$ cat src/hw/rtl/multi_lane_priority_queue_unit_defines.svh
// assertion macros for the multi-lane priority queue
`ifndef MULTI_LANE_PRIORITY_QUEUE_UNIT_DEFINES_SVH
`define MULTI_LANE_PRIORITY_QUEUE_UNIT_DEFINES_SVH

// clocked property, off while reset is asserted
`define MLPQ_ASSERT(name, prop, msg) \
  name: assert property (@(posedge clk_i) disable iff (!rst_ni) prop) else $error(msg);

// condition that must never be true
`define MLPQ_ASSERT_NEVER(name, cond, msg) \
  `MLPQ_ASSERT(name, !(cond), msg)

`endif

$ cat src/hw/rtl/mlpq_pkg.sv
// shared types and constants of the multi-lane priority queue
package mlpq_pkg;

  localparam int unsigned IN_W    = 24;
  localparam int unsigned OUT_W   = 104;
  localparam int unsigned LIMIT_W = 7;
  localparam int unsigned TOT_W   = 32;

  localparam logic [LIMIT_W-1:0] MEDIUM_LIMIT_RST = 7'd10;
  localparam logic [TOT_W-1:0]   TOT_MAX          = 32'hFFFF_FFFF;

  // command codes
  localparam logic [1:0] MODE_ADD    = 2'd0;
  localparam logic [1:0] MODE_REMOVE = 2'd1;
  localparam logic [1:0] MODE_QUERY  = 2'd2;
  localparam logic [1:0] MODE_CLEAR  = 2'd3;

  // status codes
  localparam logic [1:0] ST_OK       = 2'd0;
  localparam logic [1:0] ST_BAD_LANE = 2'd1;
  localparam logic [1:0] ST_FULL     = 2'd2;
  localparam logic [1:0] ST_EMPTY    = 2'd3;

  // density classes
  localparam logic [1:0] DENS_LOW    = 2'd0;
  localparam logic [1:0] DENS_MEDIUM = 2'd1;
  localparam logic [1:0] DENS_HIGH   = 2'd2;

  // input transaction, last field in the lowest bits
  typedef struct packed {
    logic [1:0]  pad;
    logic        urgent;
    logic [15:0] entry_id;
    logic [2:0]  lane;
    logic [1:0]  mode;
  } in_item_t;

  // result transaction, last field in the lowest bits
  typedef struct packed {
    logic [2:0]       pad;
    logic [8:0]       total_waiting;
    logic [TOT_W-1:0] total_removed;
    logic [TOT_W-1:0] total_added;
    logic [1:0]       density;
    logic [6:0]       lane_occupancy;
    logic             removed_urgent;
    logic [15:0]      removed_id;
    logic [1:0]       status;
  } out_item_t;

  // lane table update request
  typedef struct packed {
    logic clear;
    logic add;
    logic remove;
  } upd_t;

endpackage

$ cat src/hw/rtl/mlpq_entry_mem.sv
// shared entry store, one write and one registered read per cycle
module mlpq_entry_mem #(
  parameter int unsigned ADDR_W = 8,
  parameter int unsigned DATA_W = 17
) (
  input  logic              clk_i,
  input  logic              we_i,
  input  logic [ADDR_W-1:0] waddr_i,
  input  logic [DATA_W-1:0] wdata_i,
  input  logic              re_i,
  input  logic [ADDR_W-1:0] raddr_i,
  output logic [DATA_W-1:0] rdata_o
);

  localparam int unsigned DEPTH = 1 << ADDR_W;

  logic [DATA_W-1:0] mem [DEPTH];
  logic [DATA_W-1:0] rdata_q;

  always_ff @(posedge clk_i) begin
    if (we_i) begin
      mem[waddr_i] <= wdata_i;
    end
  end

  // read data holds until the next read
  always_ff @(posedge clk_i) begin
    if (re_i) begin
      rdata_q <= mem[raddr_i];
    end
  end

  assign rdata_o = rdata_q;

endmodule

$ cat src/hw/rtl/mlpq_lane_table.sv
// per-lane head and fill pointers plus the global counters
module mlpq_lane_table #(
  parameter int unsigned NUM_LANES   = 4,
  parameter int unsigned QUEUE_DEPTH = 64
) (
  input  logic                              clk_i,
  input  logic                              rst_ni,
  input  mlpq_pkg::upd_t                    upd_i,
  input  logic [$clog2(NUM_LANES)-1:0]      lane_i,
  output logic [$clog2(QUEUE_DEPTH)-1:0]    head_o,
  output logic [$clog2(QUEUE_DEPTH+1)-1:0]  used_o,
  output logic [$clog2(QUEUE_DEPTH+1)-1:0]  occ_next_o,
  output logic [mlpq_pkg::TOT_W-1:0]        added_next_o,
  output logic [mlpq_pkg::TOT_W-1:0]        removed_next_o,
  output logic [$clog2(NUM_LANES*QUEUE_DEPTH+1)-1:0] waiting_next_o
);

  localparam int unsigned SLOT_W = $clog2(QUEUE_DEPTH);
  localparam int unsigned CNT_W  = $clog2(QUEUE_DEPTH + 1);
  localparam int unsigned WAIT_W = $clog2(NUM_LANES * QUEUE_DEPTH + 1);

  logic [SLOT_W-1:0]          head_q [NUM_LANES];
  logic [CNT_W-1:0]           used_q [NUM_LANES];
  logic [mlpq_pkg::TOT_W-1:0] added_q, removed_q;
  logic [WAIT_W-1:0]          waiting_q;

  logic [SLOT_W-1:0]          head_d;
  logic [CNT_W-1:0]           used_d, occ_cur, occ_d;
  logic [mlpq_pkg::TOT_W-1:0] added_d, removed_d;
  logic [WAIT_W-1:0]          waiting_d;

  assign head_o  = head_q[lane_i];
  assign used_o  = used_q[lane_i];
  assign occ_cur = used_q[lane_i] - CNT_W'(head_q[lane_i]);

  always_comb begin
    head_d    = head_q[lane_i];
    used_d    = used_q[lane_i];
    occ_d     = occ_cur;
    added_d   = added_q;
    removed_d = removed_q;
    waiting_d = waiting_q;
    if (upd_i.clear) begin
      head_d    = '0;
      used_d    = '0;
      occ_d     = '0;
      added_d   = '0;
      removed_d = '0;
      waiting_d = '0;
    end else if (upd_i.add) begin
      used_d    = used_q[lane_i] + CNT_W'(1);
      occ_d     = occ_cur + CNT_W'(1);
      waiting_d = waiting_q + WAIT_W'(1);
      if (added_q != mlpq_pkg::TOT_MAX) begin
        added_d = added_q + mlpq_pkg::TOT_W'(1);
      end
    end else if (upd_i.remove) begin
      occ_d     = occ_cur - CNT_W'(1);
      waiting_d = waiting_q - WAIT_W'(1);
      if (removed_q != mlpq_pkg::TOT_MAX) begin
        removed_d = removed_q + mlpq_pkg::TOT_W'(1);
      end
      // an emptied lane starts over at slot zero
      if (occ_d == '0) begin
        head_d = '0;
        used_d = '0;
      end else begin
        head_d = head_q[lane_i] + SLOT_W'(1);
      end
    end
  end

  always_ff @(posedge clk_i or negedge rst_ni) begin
    if (!rst_ni) begin
      for (int i = 0; i < NUM_LANES; i++) begin
        head_q[i] <= '0;
        used_q[i] <= '0;
      end
      added_q   <= '0;
      removed_q <= '0;
      waiting_q <= '0;
    end else begin
      if (upd_i.clear) begin
        for (int i = 0; i < NUM_LANES; i++) begin
          head_q[i] <= '0;
          used_q[i] <= '0;
        end
      end else if (upd_i.add || upd_i.remove) begin
        head_q[lane_i] <= head_d;
        used_q[lane_i] <= used_d;
      end
      added_q   <= added_d;
      removed_q <= removed_d;
      waiting_q <= waiting_d;
    end
  end

  assign occ_next_o     = occ_d;
  assign added_next_o   = added_d;
  assign removed_next_o = removed_d;
  assign waiting_next_o = waiting_d;

endmodule

$ cat src/hw/rtl/multi_lane_priority_queue_unit.sv
// multi-lane priority queue: lanes of entries in one shared store, command sequencer
// sequence: query, clear, failed commands and plain adds finish in S_EXEC; a successful remove
//   reads the head entry in S_EXEC and finishes in S_READ (one registered store read)
// urgent add to a non-empty lane goes S_EXEC, S_SHIFT, S_INSERT: the store has one write port,
//   so the entries from the head on move up one slot per cycle
// throughput: one command at a time, the next is accepted once the result is registered
// reset: all lanes empty, counters zero, medium limit 10; the entry store is not cleared
`include "multi_lane_priority_queue_unit_defines.svh"

module multi_lane_priority_queue_unit #(
  parameter int unsigned NUM_LANES   = 4,
  parameter int unsigned QUEUE_DEPTH = 64,
  parameter int unsigned ID_BITS     = 16
) (
  input  logic                          clk_i,
  input  logic                          rst_ni,
  // medium limit register write
  input  logic                          cfg_we_i,
  input  logic [mlpq_pkg::LIMIT_W-1:0]  cfg_wdata_i,
  // commands: mode[1:0], lane[4:2], entry_id[20:5], urgent[21], zero pad[23:22]
  input  logic                          s_axis_tvalid,
  output logic                          s_axis_tready,
  input  logic [mlpq_pkg::IN_W-1:0]     s_axis_tdata,
  // results: status[1:0], removed_id[17:2], removed_urgent[18], lane_occupancy[25:19],
  // density[27:26], total_added[59:28], total_removed[91:60], total_waiting[100:92],
  // zero pad[103:101]
  output logic                          m_axis_tvalid,
  input  logic                          m_axis_tready,
  output logic [mlpq_pkg::OUT_W-1:0]    m_axis_tdata
);

  localparam int unsigned LANE_W = $clog2(NUM_LANES);
  localparam int unsigned SLOT_W = $clog2(QUEUE_DEPTH);
  localparam int unsigned CNT_W  = $clog2(QUEUE_DEPTH + 1);
  localparam int unsigned WAIT_W = $clog2(NUM_LANES * QUEUE_DEPTH + 1);
  localparam int unsigned ADDR_W = LANE_W + SLOT_W;
  localparam int unsigned DATA_W = ID_BITS + 1;

  // sequencer states
  localparam logic [2:0] S_IDLE   = 3'd0;
  localparam logic [2:0] S_EXEC   = 3'd1;  // decide, finish simple commands
  localparam logic [2:0] S_READ   = 3'd2;  // head entry read back for a remove
  localparam logic [2:0] S_SHIFT  = 3'd3;  // move entries up one slot for urgent add
  localparam logic [2:0] S_INSERT = 3'd4;  // write the urgent entry at the head

  mlpq_pkg::in_item_t  in_item;
  mlpq_pkg::out_item_t res;

  logic [2:0]                   state_q, state_d;
  logic [1:0]                   mode_q;
  logic [LANE_W-1:0]            lane_q;
  logic                         lane_ok_q, lane_ok;
  logic [ID_BITS-1:0]           id_q;
  logic                         urg_q;
  logic [SLOT_W-1:0]            idx_q, idx_d;
  logic [mlpq_pkg::LIMIT_W-1:0] limit_q;

  logic                         out_valid_q;
  mlpq_pkg::out_item_t          out_data_q;

  logic                         accept, out_free, fin;
  mlpq_pkg::upd_t               upd;

  // lane table view
  logic [SLOT_W-1:0]            cur_head;
  logic [CNT_W-1:0]             cur_used, cur_occ, occ_next;
  logic [mlpq_pkg::TOT_W-1:0]   added_next, removed_next;
  logic [WAIT_W-1:0]            waiting_next;

  // entry store port
  logic                         mem_we, mem_re;
  logic [ADDR_W-1:0]            mem_waddr, mem_raddr;
  logic [DATA_W-1:0]            mem_wdata, mem_rdata;

  // command decode
  logic is_clear, is_add, is_rem, lane_full, lane_empty;
  logic [1:0] status;

  assign in_item       = mlpq_pkg::in_item_t'(s_axis_tdata);
  assign s_axis_tready = (state_q == S_IDLE);
  assign accept        = s_axis_tvalid && s_axis_tready;
  assign out_free      = !out_valid_q || m_axis_tready;
  assign lane_ok       = (4'(in_item.lane) < 4'(NUM_LANES));

  // command capture
  always_ff @(posedge clk_i) begin
    if (accept) begin
      mode_q    <= in_item.mode;
      lane_q    <= lane_ok ? in_item.lane[LANE_W-1:0] : '0;
      lane_ok_q <= lane_ok;
      id_q      <= ID_BITS'(in_item.entry_id);
      urg_q     <= in_item.urgent;
    end
  end

  always_ff @(posedge clk_i or negedge rst_ni) begin
    if (!rst_ni) begin
      limit_q <= mlpq_pkg::MEDIUM_LIMIT_RST;
    end else if (cfg_we_i) begin
      limit_q <= cfg_wdata_i;
    end
  end

  mlpq_lane_table #(
    .NUM_LANES   (NUM_LANES),
    .QUEUE_DEPTH (QUEUE_DEPTH)
  ) u_lane_table (
    .clk_i          (clk_i),
    .rst_ni         (rst_ni),
    .upd_i          (upd),
    .lane_i         (lane_q),
    .head_o         (cur_head),
    .used_o         (cur_used),
    .occ_next_o     (occ_next),
    .added_next_o   (added_next),
    .removed_next_o (removed_next),
    .waiting_next_o (waiting_next)
  );

  mlpq_entry_mem #(
    .ADDR_W (ADDR_W),
    .DATA_W (DATA_W)
  ) u_entry_mem (
    .clk_i   (clk_i),
    .we_i    (mem_we),
    .waddr_i (mem_waddr),
    .wdata_i (mem_wdata),
    .re_i    (mem_re),
    .raddr_i (mem_raddr),
    .rdata_o (mem_rdata)
  );

  assign cur_occ    = cur_used - CNT_W'(cur_head);
  assign is_clear   = (mode_q == mlpq_pkg::MODE_CLEAR);
  assign is_add     = (mode_q == mlpq_pkg::MODE_ADD) && lane_ok_q;
  assign is_rem     = (mode_q == mlpq_pkg::MODE_REMOVE) && lane_ok_q;
  assign lane_full  = (32'(cur_used) >= 32'(QUEUE_DEPTH));
  assign lane_empty = (cur_occ == '0);

  // lane table stays untouched until the finishing cycle, so this holds in every state
  always_comb begin
    if (is_clear) begin
      status = mlpq_pkg::ST_OK;
    end else if (!lane_ok_q) begin
      status = mlpq_pkg::ST_BAD_LANE;
    end else if (is_add && lane_full) begin
      status = mlpq_pkg::ST_FULL;
    end else if (is_rem && lane_empty) begin
      status = mlpq_pkg::ST_EMPTY;
    end else begin
      status = mlpq_pkg::ST_OK;
    end
  end

  // sequencer
  always_comb begin
    state_d   = state_q;
    idx_d     = idx_q;
    upd       = '0;
    fin       = 1'b0;
    mem_we    = 1'b0;
    mem_waddr = {lane_q, cur_head};
    mem_wdata = {1'b1, id_q};
    mem_re    = 1'b0;
    mem_raddr = {lane_q, cur_head};
    unique case (state_q)
      S_IDLE: begin
        if (accept) begin
          state_d = S_EXEC;
        end
      end
      S_EXEC: begin
        if (is_add && !lane_full && urg_q && !lane_empty) begin
          // start moving the tail up: read the last entry
          mem_re    = 1'b1;
          mem_raddr = {lane_q, cur_used[SLOT_W-1:0] - SLOT_W'(1)};
          idx_d     = cur_used[SLOT_W-1:0];
          state_d   = S_SHIFT;
        end else if (is_rem && !lane_empty) begin
          mem_re  = 1'b1;
          state_d = S_READ;
        end else if (out_free) begin
          fin     = 1'b1;
          state_d = S_IDLE;
          if (is_clear) begin
            upd.clear = 1'b1;
          end else if (is_add && !lane_full) begin
            // urgent entry into an empty lane lands on the head slot, same as the tail
            mem_we    = 1'b1;
            mem_waddr = {lane_q, cur_used[SLOT_W-1:0]};
            mem_wdata = {urg_q, id_q};
            upd.add   = 1'b1;
          end
        end
      end
      S_SHIFT: begin
        mem_we    = 1'b1;
        mem_waddr = {lane_q, idx_q};
        mem_wdata = mem_rdata;
        if ((idx_q - SLOT_W'(1)) == cur_head) begin
          state_d = S_INSERT;
        end else begin
          mem_re    = 1'b1;
          mem_raddr = {lane_q, idx_q - SLOT_W'(2)};
          idx_d     = idx_q - SLOT_W'(1);
        end
      end
      S_INSERT: begin
        if (out_free) begin
          mem_we  = 1'b1;
          upd.add = 1'b1;
          fin     = 1'b1;
          state_d = S_IDLE;
        end
      end
      S_READ: begin
        if (out_free) begin
          upd.remove = 1'b1;
          fin        = 1'b1;
          state_d    = S_IDLE;
        end
      end
      default: begin
        state_d = S_IDLE;
      end
    endcase
  end

  always_ff @(posedge clk_i or negedge rst_ni) begin
    if (!rst_ni) begin
      state_q <= S_IDLE;
    end else begin
      state_q <= state_d;
    end
  end

  always_ff @(posedge clk_i) begin
    idx_q <= idx_d;
  end

  // result assembly from the post-command lane view
  always_comb begin
    res                = '0;
    res.status         = status;
    res.total_added    = added_next;
    res.total_removed  = removed_next;
    res.total_waiting  = 9'(waiting_next);
    if (state_q == S_READ) begin
      res.removed_id     = 16'(mem_rdata[ID_BITS-1:0]);
      res.removed_urgent = mem_rdata[ID_BITS];
    end
    if (!is_clear && lane_ok_q) begin
      res.lane_occupancy = 7'(occ_next);
      if (occ_next == '0) begin
        res.density = mlpq_pkg::DENS_LOW;
      end else if (32'(occ_next) <= 32'(limit_q)) begin
        res.density = mlpq_pkg::DENS_MEDIUM;
      end else begin
        res.density = mlpq_pkg::DENS_HIGH;
      end
    end
  end

  // output register parts the result from the command side
  always_ff @(posedge clk_i or negedge rst_ni) begin
    if (!rst_ni) begin
      out_valid_q <= 1'b0;
    end else if (fin) begin
      out_valid_q <= 1'b1;
    end else if (m_axis_tready) begin
      out_valid_q <= 1'b0;
    end
  end

  always_ff @(posedge clk_i) begin
    if (fin) begin
      out_data_q <= res;
    end
  end

  assign m_axis_tvalid = out_valid_q;
  assign m_axis_tdata  = out_data_q;

  // one command in work at a time
  `MLPQ_ASSERT(a_one_in_work, accept |=> !s_axis_tready, "command accepted while one is in work")
  // the move never reaches below the head slot
  `MLPQ_ASSERT(a_shift_above_head, (state_q == S_SHIFT) |-> (idx_q > cur_head),
               "entry move went past the lane head")
  // a result appears only from a finishing state
  `MLPQ_ASSERT(a_result_source, $rose(m_axis_tvalid) |-> ($past(state_q) == S_EXEC
               || $past(state_q) == S_READ || $past(state_q) == S_INSERT),
               "result without a finished command")
  // total waiting bounded by the store size
  `MLPQ_ASSERT_NEVER(a_waiting_bound, 32'(waiting_next) > 32'(NUM_LANES * QUEUE_DEPTH),
                     "waiting count exceeds store capacity")

endmodule

$ cat config.mk
export PLATFORM = sky130hd
export DESIGN_NAME = multi_lane_priority_queue_unit
export DESIGN_NICKNAME = d
export VERILOG_FILES = /design/src/hw/rtl/mlpq_pkg.sv /design/src/hw/rtl/mlpq_entry_mem.sv /design/src/hw/rtl/mlpq_lane_table.sv /design/src/hw/rtl/multi_lane_priority_queue_unit.sv
export VERILOG_INCLUDE_DIRS = /design/src /design/src/hw/rtl
export SDC_FILE = /design/constraint.sdc
export NUM_CORES = 2
export LEC_CHECK = 0
export BUFFER_PORTS_ARGS = -buffer_cell sky130_fd_sc_hd__buf_2
export CAP_MARGIN = 20
export CORE_AREA = 2 2 560 562
export DETAILED_ROUTE_END_ITERATION = 6
export DIE_AREA = 0 0 562 564
export HOLD_SLACK_MARGIN = 0.08
export PLACE_DENSITY = 0.75
export REMOVE_ABC_BUFFERS = 1
export SLEW_MARGIN = 20
export SYNTH_ARGS = -nofsm -noshare
export SYNTH_HDL_FRONTEND = slang
export SYNTH_MEMORY_MAX_BITS = 65536
export SYNTH_SLANG_ARGS = --single-unit
export TNS_END_PERCENT = 1
$ cat constraint.sdc
create_clock -name clk_i -period 32 [get_ports clk_i]
set_input_delay 6.4 -clock clk_i [delete_from_list [all_inputs] [get_ports clk_i]]
set_output_delay 6.4 -clock clk_i [all_outputs]
set_load 0.01 [all_outputs]
Yosys cells after proc, flatten, opt, wreduce, memory -nomap -nowiden
Memory sizes are Yosys's and may differ from the RTL's. A register that Yosys moved wholly into a read port is not among the register bits.
Index checks and enable logic that the tools add are counted.
Operators by class
  equal/unequal tests: 13
  multiplexer cells: 90
  reductions and logical operators: 30
  add/sub/neg operators: 12
  $lt $le $gt $ge: 5
  bitwise gates (word level): 3
Operators with widths (number)
  32-bit two-way mux: 7
  6-bit two-way mux: 16
  17-bit two-way mux: 5
  7-bit two-way mux: 10
  32-bit by 1-bit adder with 32-bit output (second input constant): 2
  32-bit inequality test (second input constant): 2
  28-bit two-way mux: 2
  24-bit two-way mux: 2
  6-bit case mux with 2 select lines: 3
  17-bit case mux with 2 select lines: 1
  28-bit bitwise mux: 1
  9-bit two-way mux: 3
  24-bit bitwise mux: 1
  7-bit zero test: 3
  1-bit two-way mux: 19
  3-bit two-way mux: 5
  7-bit by 1-bit adder with 7-bit output (second input constant): 2
  7-bit binary-select mux with 2-bit select: 1
  7-bit demux with 2-bit select: 1
  6-bit binary-select mux with 2-bit select: 1
  6-bit demux with 2-bit select: 1
  2-bit two-way mux: 6
  3-bit case mux with 4 select lines: 1
  6-bit by 1-bit subtractor with 6-bit output (second input constant): 2
  other kinds (32): 56
Word-level totals
  output and inout port bits: 106
  memories: 1
  register bits: 265
  RAM bits: 4352
Memories
  u_entry_mem.mem: words 256, width 17, read ports 1, clocked after Yosys merged registers in 1, write ports 1, RTL line mlpq_entry_mem.sv:17  | logic [DATA_W-1:0] mem [DEPTH];

Logic depth before layout (Yosys ltp)
  depth in word-level cells: 18
  depth in mapped cells: 28
  depth with buffers taken out: 22

By module
A second synthesis with hierarchy kept.
Unflattened totals
  cell total of the unflattened synthesis: 9170
  area total of the unflattened synthesis: 184030.2 sq um
By module, submodules not included
  mlpq_entry_mem: times used 1, cells an instance 7797, area an instance 169874.2 sq um, seq. area each 131195.8 sq um
  mlpq_lane_table: times used 1, cells an instance 942, area an instance 8229.1 sq um, seq. area each 3128.0 sq um
  multi_lane_priority_queue_unit: times used 1, cells an instance 431, area an instance 5926.9 sq um, seq. area each 4151.5 sq um

Worst setup path after synthesis
OpenSTA, ideal clock, no wires.
  kind: input port to flip-flop
  start: input m_axis_tready
  end: memory u_entry_mem.mem[0][16], data pin
  cell stages on the path: 4
  data required time: 29.813 ns
  buffers on the path: 1
  setup slack: 13.015 ns
  setup time: 2.187 ns
  arrival: 16.798 ns
  cell sequence: nor2b_1 > clkbuf_1 > nor4_1 > o21ai_0
On the way
  longest elaborated chain between the ends: 5
RTL lines
  start: declaration: RTL line multi_lane_priority_queue_unit.sv:28  | input logic m_axis_tready,
  1-bit logical OR: RTL line multi_lane_priority_queue_unit.sv:82  | assign out_free = !out_valid_q || m_axis_tready;
  17-bit two-way mux: RTL line multi_lane_priority_queue_unit.sv:182  | end else if (out_free) begin
  17-bit two-way mux: RTL line multi_lane_priority_queue_unit.sv:179  | end else if (is_rem && !lane_empty) begin
  17-bit two-way mux: RTL line multi_lane_priority_queue_unit.sv:173  | if (is_add && !lane_full && urg_q && !lane_empty) begin
  17-bit case mux with 2 select lines: RTL line multi_lane_priority_queue_unit.sv:166  | unique case (state_q)
  named net mem_wdata[16]: RTL line multi_lane_priority_queue_unit.sv:73  | logic [DATA_W-1:0] mem_wdata, mem_rdata;
  end: declaration: RTL line mlpq_entry_mem.sv:17
The timed path passes the listed nets, and every way through them passes these cells.

Worst setup path in the final report
  start: register lane_q[0]
  end: register u_entry_mem.rdata_q[15], in the netlist u_entry_mem.rdata_o[15] (read register of u_entry_mem.mem), data pin
On the way
  longest elaborated chain between the ends: 11
  elaborated cells between the ends (all ways): 25
  classes of those cells: add/sub: 2; order compare: 1; eq/ne: 1; mux: 13; bitwise: 1; reduce/logical: 7
RTL lines
  start: declaration: RTL line multi_lane_priority_queue_unit.sv:51  | logic [LANE_W-1:0] lane_q;
  start signal: assignment: RTL line multi_lane_priority_queue_unit.sv:89  | lane_q <= lane_ok ? in_item.lane[LANE_W-1:0] : '0;
  2-bit NOT with 3-bit output (not written as such): RTL line mlpq_lane_table.sv:32, mlpq_lane_table.sv:33
  7-bit binary-select mux with 2-bit select / 6-bit binary-select mux with 2-bit select (equally long branches): RTL line mlpq_lane_table.sv:33, mlpq_lane_table.sv:32
  7-bit two-way mux (not written as such) / 6-bit two-way mux (equally long branches) (2 in series): RTL line mlpq_lane_table.sv:33, mlpq_lane_table.sv:32
  7-bit by 6-bit subtractor with 7-bit output / 7-bit >= comparator (equally long branches): RTL line multi_lane_priority_queue_unit.sv:133, multi_lane_priority_queue_unit.sv:137
  7-bit zero test / 1-bit zero test (equally long branches): RTL line multi_lane_priority_queue_unit.sv:138, multi_lane_priority_queue_unit.sv:173
  1-bit zero test / 1-bit logical AND (equally long branches): RTL line multi_lane_priority_queue_unit.sv:173, multi_lane_priority_queue_unit.sv:179
  1-bit logical AND, on equally long branches: RTL line multi_lane_priority_queue_unit.sv:179, multi_lane_priority_queue_unit.sv:173
  1-bit two-way mux / 1-bit logical AND (equally long branches): RTL line multi_lane_priority_queue_unit.sv:179, multi_lane_priority_queue_unit.sv:173
  1-bit two-way mux / 6-bit two-way mux (equally long branches): RTL line multi_lane_priority_queue_unit.sv:173
  1-bit case mux with 2 select lines / 6-bit case mux with 2 select lines (equally long branches): RTL line multi_lane_priority_queue_unit.sv:166
  end: declaration: RTL line mlpq_entry_mem.sv:18  | logic [DATA_W-1:0] rdata_q;
Several ways; a longest one is shown, not always the timed one. The select of a mux whose other input is x is not followed.
A chain may end at the register's enable or synchronous reset.

==> metrics.txt <==
# TYPE chip_impl_metric gauge
chip_impl_info{name="status",value="complete, but fails checks"} 1
chip_impl_info{name="violations",value="design-rule violations"} 1
chip_impl_metric{name="ctsResizeCount",unit=""} 0
chip_impl_metric{name="clock-sinks",unit=""} 4634
chip_impl_metric{name="final-max-slew-violation-count",unit=""} 0
chip_impl_metric{name="fin_util",unit="%"} 65.4
chip_impl_metric{name="first_global_vias",unit=""} 103000
chip_impl_metric{name="syn_avg_cell_area",unit="sq um"} 17.1
chip_impl_metric{name="cell_count_after_synthesis",unit=""} 10700
chip_impl_metric{name="detail-route-antenna-nets",unit=""} 0
chip_impl_metric{name="core_region_area",unit="sq um"} 311000
chip_impl_metric{name="synth_cell_type_count",unit=""} 110
chip_impl_metric{name="numCtsBuffers",unit=""} 442
chip_impl_metric{name="fmax",unit="GHz"} 0.0881
chip_impl_metric{name="globalplace.congestion",unit=""} 0.926
chip_impl_info{name="maxUsedRoutingLayer",value="met5"} 1
chip_impl_metric{name="critical_path.max_fanout",unit=""} 46
chip_impl_metric{name="areaGrowthSynthToFinish",unit="%"} 11.1
chip_impl_metric{name="detailroute.wirelength.met2",unit="microns"} 237000
chip_impl_metric{name="seq_area_frac_synth",unit="%"} 75.7
chip_impl_metric{name="drv_cap",unit=""} 0
chip_impl_metric{name="vdd_ir_drop_max",unit="mV"} 0.0521
chip_impl_metric{name="rows",unit=""} 205
chip_impl_metric{name="worst_setup_hold_path_clk_slew",unit="ns"} 0.07
chip_impl_metric{name="htreeDepth",unit=""} 5
chip_impl_info{name="worst_setup_path_end_kind",value="flip-flop"} 1
chip_impl_metric{name="cts_hold_buf",unit=""} 0
chip_impl_metric{name="slew_headroom",unit="%"} 8.32
chip_impl_metric{name="hpwl",unit="microns"} 315000
chip_impl_metric{name="wl_per_instance",unit="microns"} 34.5
chip_impl_metric{name="clockBufferDepth",unit=""} 4
chip_impl_info{name="yosysMostFrequentCell",value="sky130_fd_sc_hd__edfxtp_1"} 1
chip_impl_metric{name="stdcell_area",unit="sq um"} 203000
chip_impl_metric{name="dieWidth",unit="microns"} 562
chip_impl_metric{name="timing_hold_violations_final",unit=""} 0
chip_impl_info{name="worstSetupStartpointType",value="flip-flop"} 1
chip_impl_metric{name="critical_path_arrival",unit="ns"} 12.05
chip_impl_metric{name="grt_pass1_wl",unit="microns"} 751000
chip_impl_info{name="cts_root_buf",value="sky130_fd_sc_hd__clkbuf_16"} 1
chip_impl_metric{name="chipHeight",unit="microns"} 564
chip_impl_metric{name="route.met3.wl",unit="microns"} 80000
chip_impl_metric{name="globalRoute.totalOverflow",unit=""} 0
chip_impl_metric{name="placed_area",unit="sq um"} 189000
chip_impl_info{name="synthFlopType",value="sky130_fd_sc_hd__edfxtp_1"} 1
chip_impl_metric{name="total_power",unit="W"} 0.0134
chip_impl_metric{name="share_of_the_synthesized_area_in_the_top_cell_type",unit="%"} 73.8
chip_impl_metric{name="die-area",unit="sq um"} 317000
chip_impl_metric{name="first_iter_violations",unit=""} 18400
chip_impl_metric{name="clock_latency",unit="ns"} 0.99
chip_impl_metric{name="grt_max_degree",unit=""} 201
chip_impl_metric{name="static-leakage-power",unit="nW"} 67.4
chip_impl_metric{name="synth-edff-count",unit=""} 4498
chip_impl_info{name="synth.top_cells.by_area",value="sky130_fd_sc_hd__edfxtp_1 (74%), sky130_fd_sc_hd__mux4_2 (6.5%), sky130_fd_sc_hd__nand2_1 (3.3%)"} 1
chip_impl_metric{name="min_tclk_post_route",unit="ns"} 11.35
chip_impl_metric{name="routed_wl",unit="microns"} 536000
chip_impl_metric{name="post-route-period-util",unit="%"} 35.5
chip_impl_metric{name="worstMarginPinSlew",unit="ns"} 1.36
chip_impl_metric{name="cts_post_setup_buffers_inserted",unit=""} 0
chip_impl_metric{name="number_of_design_rule_violations_left_after_detail_routing",unit=""} 2
chip_impl_metric{name="combined_global_route_utilization_of_all_metal_layers",unit="%"} 33.4
chip_impl_metric{name="io_pins",unit=""} 142
chip_impl_metric{name="final_layout_size_suffix_gt1_share",unit="%"} 17.1
chip_impl_metric{name="yosys_warnings",unit=""} 0
chip_impl_info{name="area_leader_netlist",value="sky130_fd_sc_hd__edfxtp_1"} 1
chip_impl_info{name="hp-class",value="flip-flop to flip-flop"} 1
chip_impl_metric{name="postSynthRegisterBits",unit=""} 4634
chip_impl_metric{name="clock_skew",unit="ns"} 0.0652
chip_impl_metric{name="holdWs",unit="ns"} 0.480
chip_impl_metric{name="antenna_found_initial",unit=""} 43
chip_impl_metric{name="finish.net_count",unit=""} 11100
chip_impl_metric{name="via_per_inst",unit=""} 6.93
chip_impl_metric{name="worst-endpoint-required",unit="ns"} 32.70
chip_impl_metric{name="port-buffer-count",unit=""} 136
chip_impl_metric{name="vias",unit=""} 108000
chip_impl_metric{name="floorplan.initialDensity",unit="%"} 58.8
chip_impl_info{name="worst_setup_path_class",value="flip-flop to flip-flop"} 1
chip_impl_metric{name="detailedRoute.firstPassIterationCount",unit=""} 7
chip_impl_metric{name="syn_area",unit="sq um"} 183000
chip_impl_metric{name="final-setup-viol-count",unit=""} 0
chip_impl_metric{name="detail_route.wirelength.met1",unit="microns"} 181000
chip_impl_info{name="grt_setup_unrepaired",value="false"} 1
chip_impl_metric{name="synth_async_sr_flop_share",unit="%"} 2.93
chip_impl_info{name="cts_tree",value="yes"} 1
chip_impl_metric{name="power_density",unit="nW/um^2"} 65.8
chip_impl_info{name="synth.top_cells.by_count",value="sky130_fd_sc_hd__edfxtp_1 (4498), sky130_fd_sc_hd__nand2_1 (1623), sky130_fd_sc_hd__mux4_2 (524)"} 1
-- path summary, 6_finish.rpt --
kind	to	startpoint	slack [ns]	depth (start not counted)
min in group asynchronous	u_lane_table.removed_q[20]	rst_ni	5.46	1
worst max-delay path	u_entry_mem.rdata_o[15]	lane_q[0]	20.65	23
worst min register to register	u_lane_table.used_q[24]	u_lane_table.used_q[24]	0.48	2
max in group asynchronous	u_lane_table.head_q[12]	rst_ni	25.27	2
worst min-delay path	u_lane_table.used_q[24]	u_lane_table.used_q[24]	0.48	2
worst max register to register	u_entry_mem.rdata_o[15]	lane_q[0]	20.65	23
-- flip-flops by register name (all words and copies together) (netlist names), 3 cells and up --
signal / flops
u_lane_table.added_q: 32
u_lane_table.head_q: 24
u_lane_table.used_q: 28
u_lane_table.waiting_q: 9
state_q: 3
limit_q: 7
idx_q: 6
u_entry_mem.rdata_o: 17
m_axis_tdata: 101
id_q: 16
u_lane_table.removed_q: 32
u_entry_mem.mem: 4352
-- cells by family after synthesis --
group / synth area share (%)
XOR/XNOR: 0.509
AND/OR/NAND/NOR: 7.35
multiplexers: 9.43
adder cells (fa/ha/maj): 0.196
buffers and inverters: 2.26
flip-flops: 75.7
other: 0.00205
AO/OA/AOI/OAI: 4.54
-- worst max-delay path, cell delays in order (launching register included) --
cell and delay (ns):
sky130_fd_sc_hd__edfxtp_1 0.33, sky130_fd_sc_hd__buf_4 0.35, sky130_fd_sc_hd__mux4_1 0.88, sky130_fd_sc_hd__inv_1 0.21, sky130_fd_sc_hd__ha_1 0.20, sky130_fd_sc_hd__inv_1 0.07
sky130_fd_sc_hd__fa_1 0.49, sky130_fd_sc_hd__and3_1 0.21, sky130_fd_sc_hd__a21boi_0 0.15, sky130_fd_sc_hd__o32ai_1 0.67, sky130_fd_sc_hd__nor3_4 0.21, sky130_fd_sc_hd__and3_2 0.49
sky130_fd_sc_hd__nor3_4 0.87, sky130_fd_sc_hd__buf_4 0.71, sky130_fd_sc_hd__buf_4 0.67, sky130_fd_sc_hd__buf_4 0.79, sky130_fd_sc_hd__buf_4 0.74, sky130_fd_sc_hd__buf_4 0.72
sky130_fd_sc_hd__mux2i_1 0.31, sky130_fd_sc_hd__o22ai_1 0.16, sky130_fd_sc_hd__nor3_1 0.70, sky130_fd_sc_hd__nor4_1 0.31, sky130_fd_sc_hd__a32oi_1 0.55, sky130_fd_sc_hd__nand4_1 0.14
-- final cells by class --
cell class | count | area (sq um)
fillers | 20000 | 108000
flip-flops and latches | 4634 | 138000
clock inverters | 258 | 2460
repair buffers | 516 | 3880
clock buffers | 553 | 11500
inverters | 34 | 128
diodes | 31 | 77.6
multi-input cells | 5373 | 41500
well taps | 4140 | 5180
-- placed cells by master, fill, tap and decap left out, types with 29 or more instances in the layout --
cell / count
sky130_fd_sc_hd__o21ai_0: 158
sky130_fd_sc_hd__xnor2_1: 38
sky130_fd_sc_hd__o211ai_1: 31
sky130_fd_sc_hd__buf_2: 135
sky130_fd_sc_hd__diode_2: 31
sky130_fd_sc_hd__mux2i_1: 456
sky130_fd_sc_hd__and2_1: 29
sky130_fd_sc_hd__nor2_4: 71
sky130_fd_sc_hd__clkinv_1: 91
sky130_fd_sc_hd__nand2_1: 1596
sky130_fd_sc_hd__inv_1: 34
sky130_fd_sc_hd__a21oi_1: 185
sky130_fd_sc_hd__o221ai_1: 73
sky130_fd_sc_hd__clkbuf_1: 106
sky130_fd_sc_hd__nor4_1: 46
sky130_fd_sc_hd__and3_1: 84
sky130_fd_sc_hd__a31oi_1: 66
sky130_fd_sc_hd__o22ai_1: 90
sky130_fd_sc_hd__edfxtp_1: 4498
sky130_fd_sc_hd__buf_4: 344
sky130_fd_sc_hd__a22o_1: 32
sky130_fd_sc_hd__bufinv_16: 35
sky130_fd_sc_hd__mux4_2: 524
sky130_fd_sc_hd__nor2_1: 295
sky130_fd_sc_hd__a211oi_1: 67
sky130_fd_sc_hd__dfrtp_1: 134
sky130_fd_sc_hd__clkinv_2: 92
sky130_fd_sc_hd__nand3_1: 415
sky130_fd_sc_hd__a32oi_1: 180
sky130_fd_sc_hd__nor2_2: 99
sky130_fd_sc_hd__xor2_1: 54
sky130_fd_sc_hd__nor3_1: 66
sky130_fd_sc_hd__clkbuf_16: 444
sky130_fd_sc_hd__nand4_1: 194
-- layer usage --
metal  vias to the layer above  global-route usage [%]
met1                     54200                    44.5
met3                      1613                    10.1
met2                      8851                    48.8
li1                      42900                       -
met4                        28                    20.3
met5                         -                       0
-- through the flow --
step	instances	setup slack, ns	setup TNS (ns)
2_1_floorplan	10000	-26.53	-382.76
3_3_place_gp	14700	20.87	0
3_5_place_dp	14700	20.81	0
4_1_cts	15500	20.85	0
5_1_grt	15500	20.25	0
6_report	15500	20.65	0
-- power by group --
group / internal [W] / switching, W
logic: 0.000250 / 0.00100
clock network: 0.00285 / 0.00225
registers: 0.00699 / 0.0000302
(Power assumes the default switching activity.)
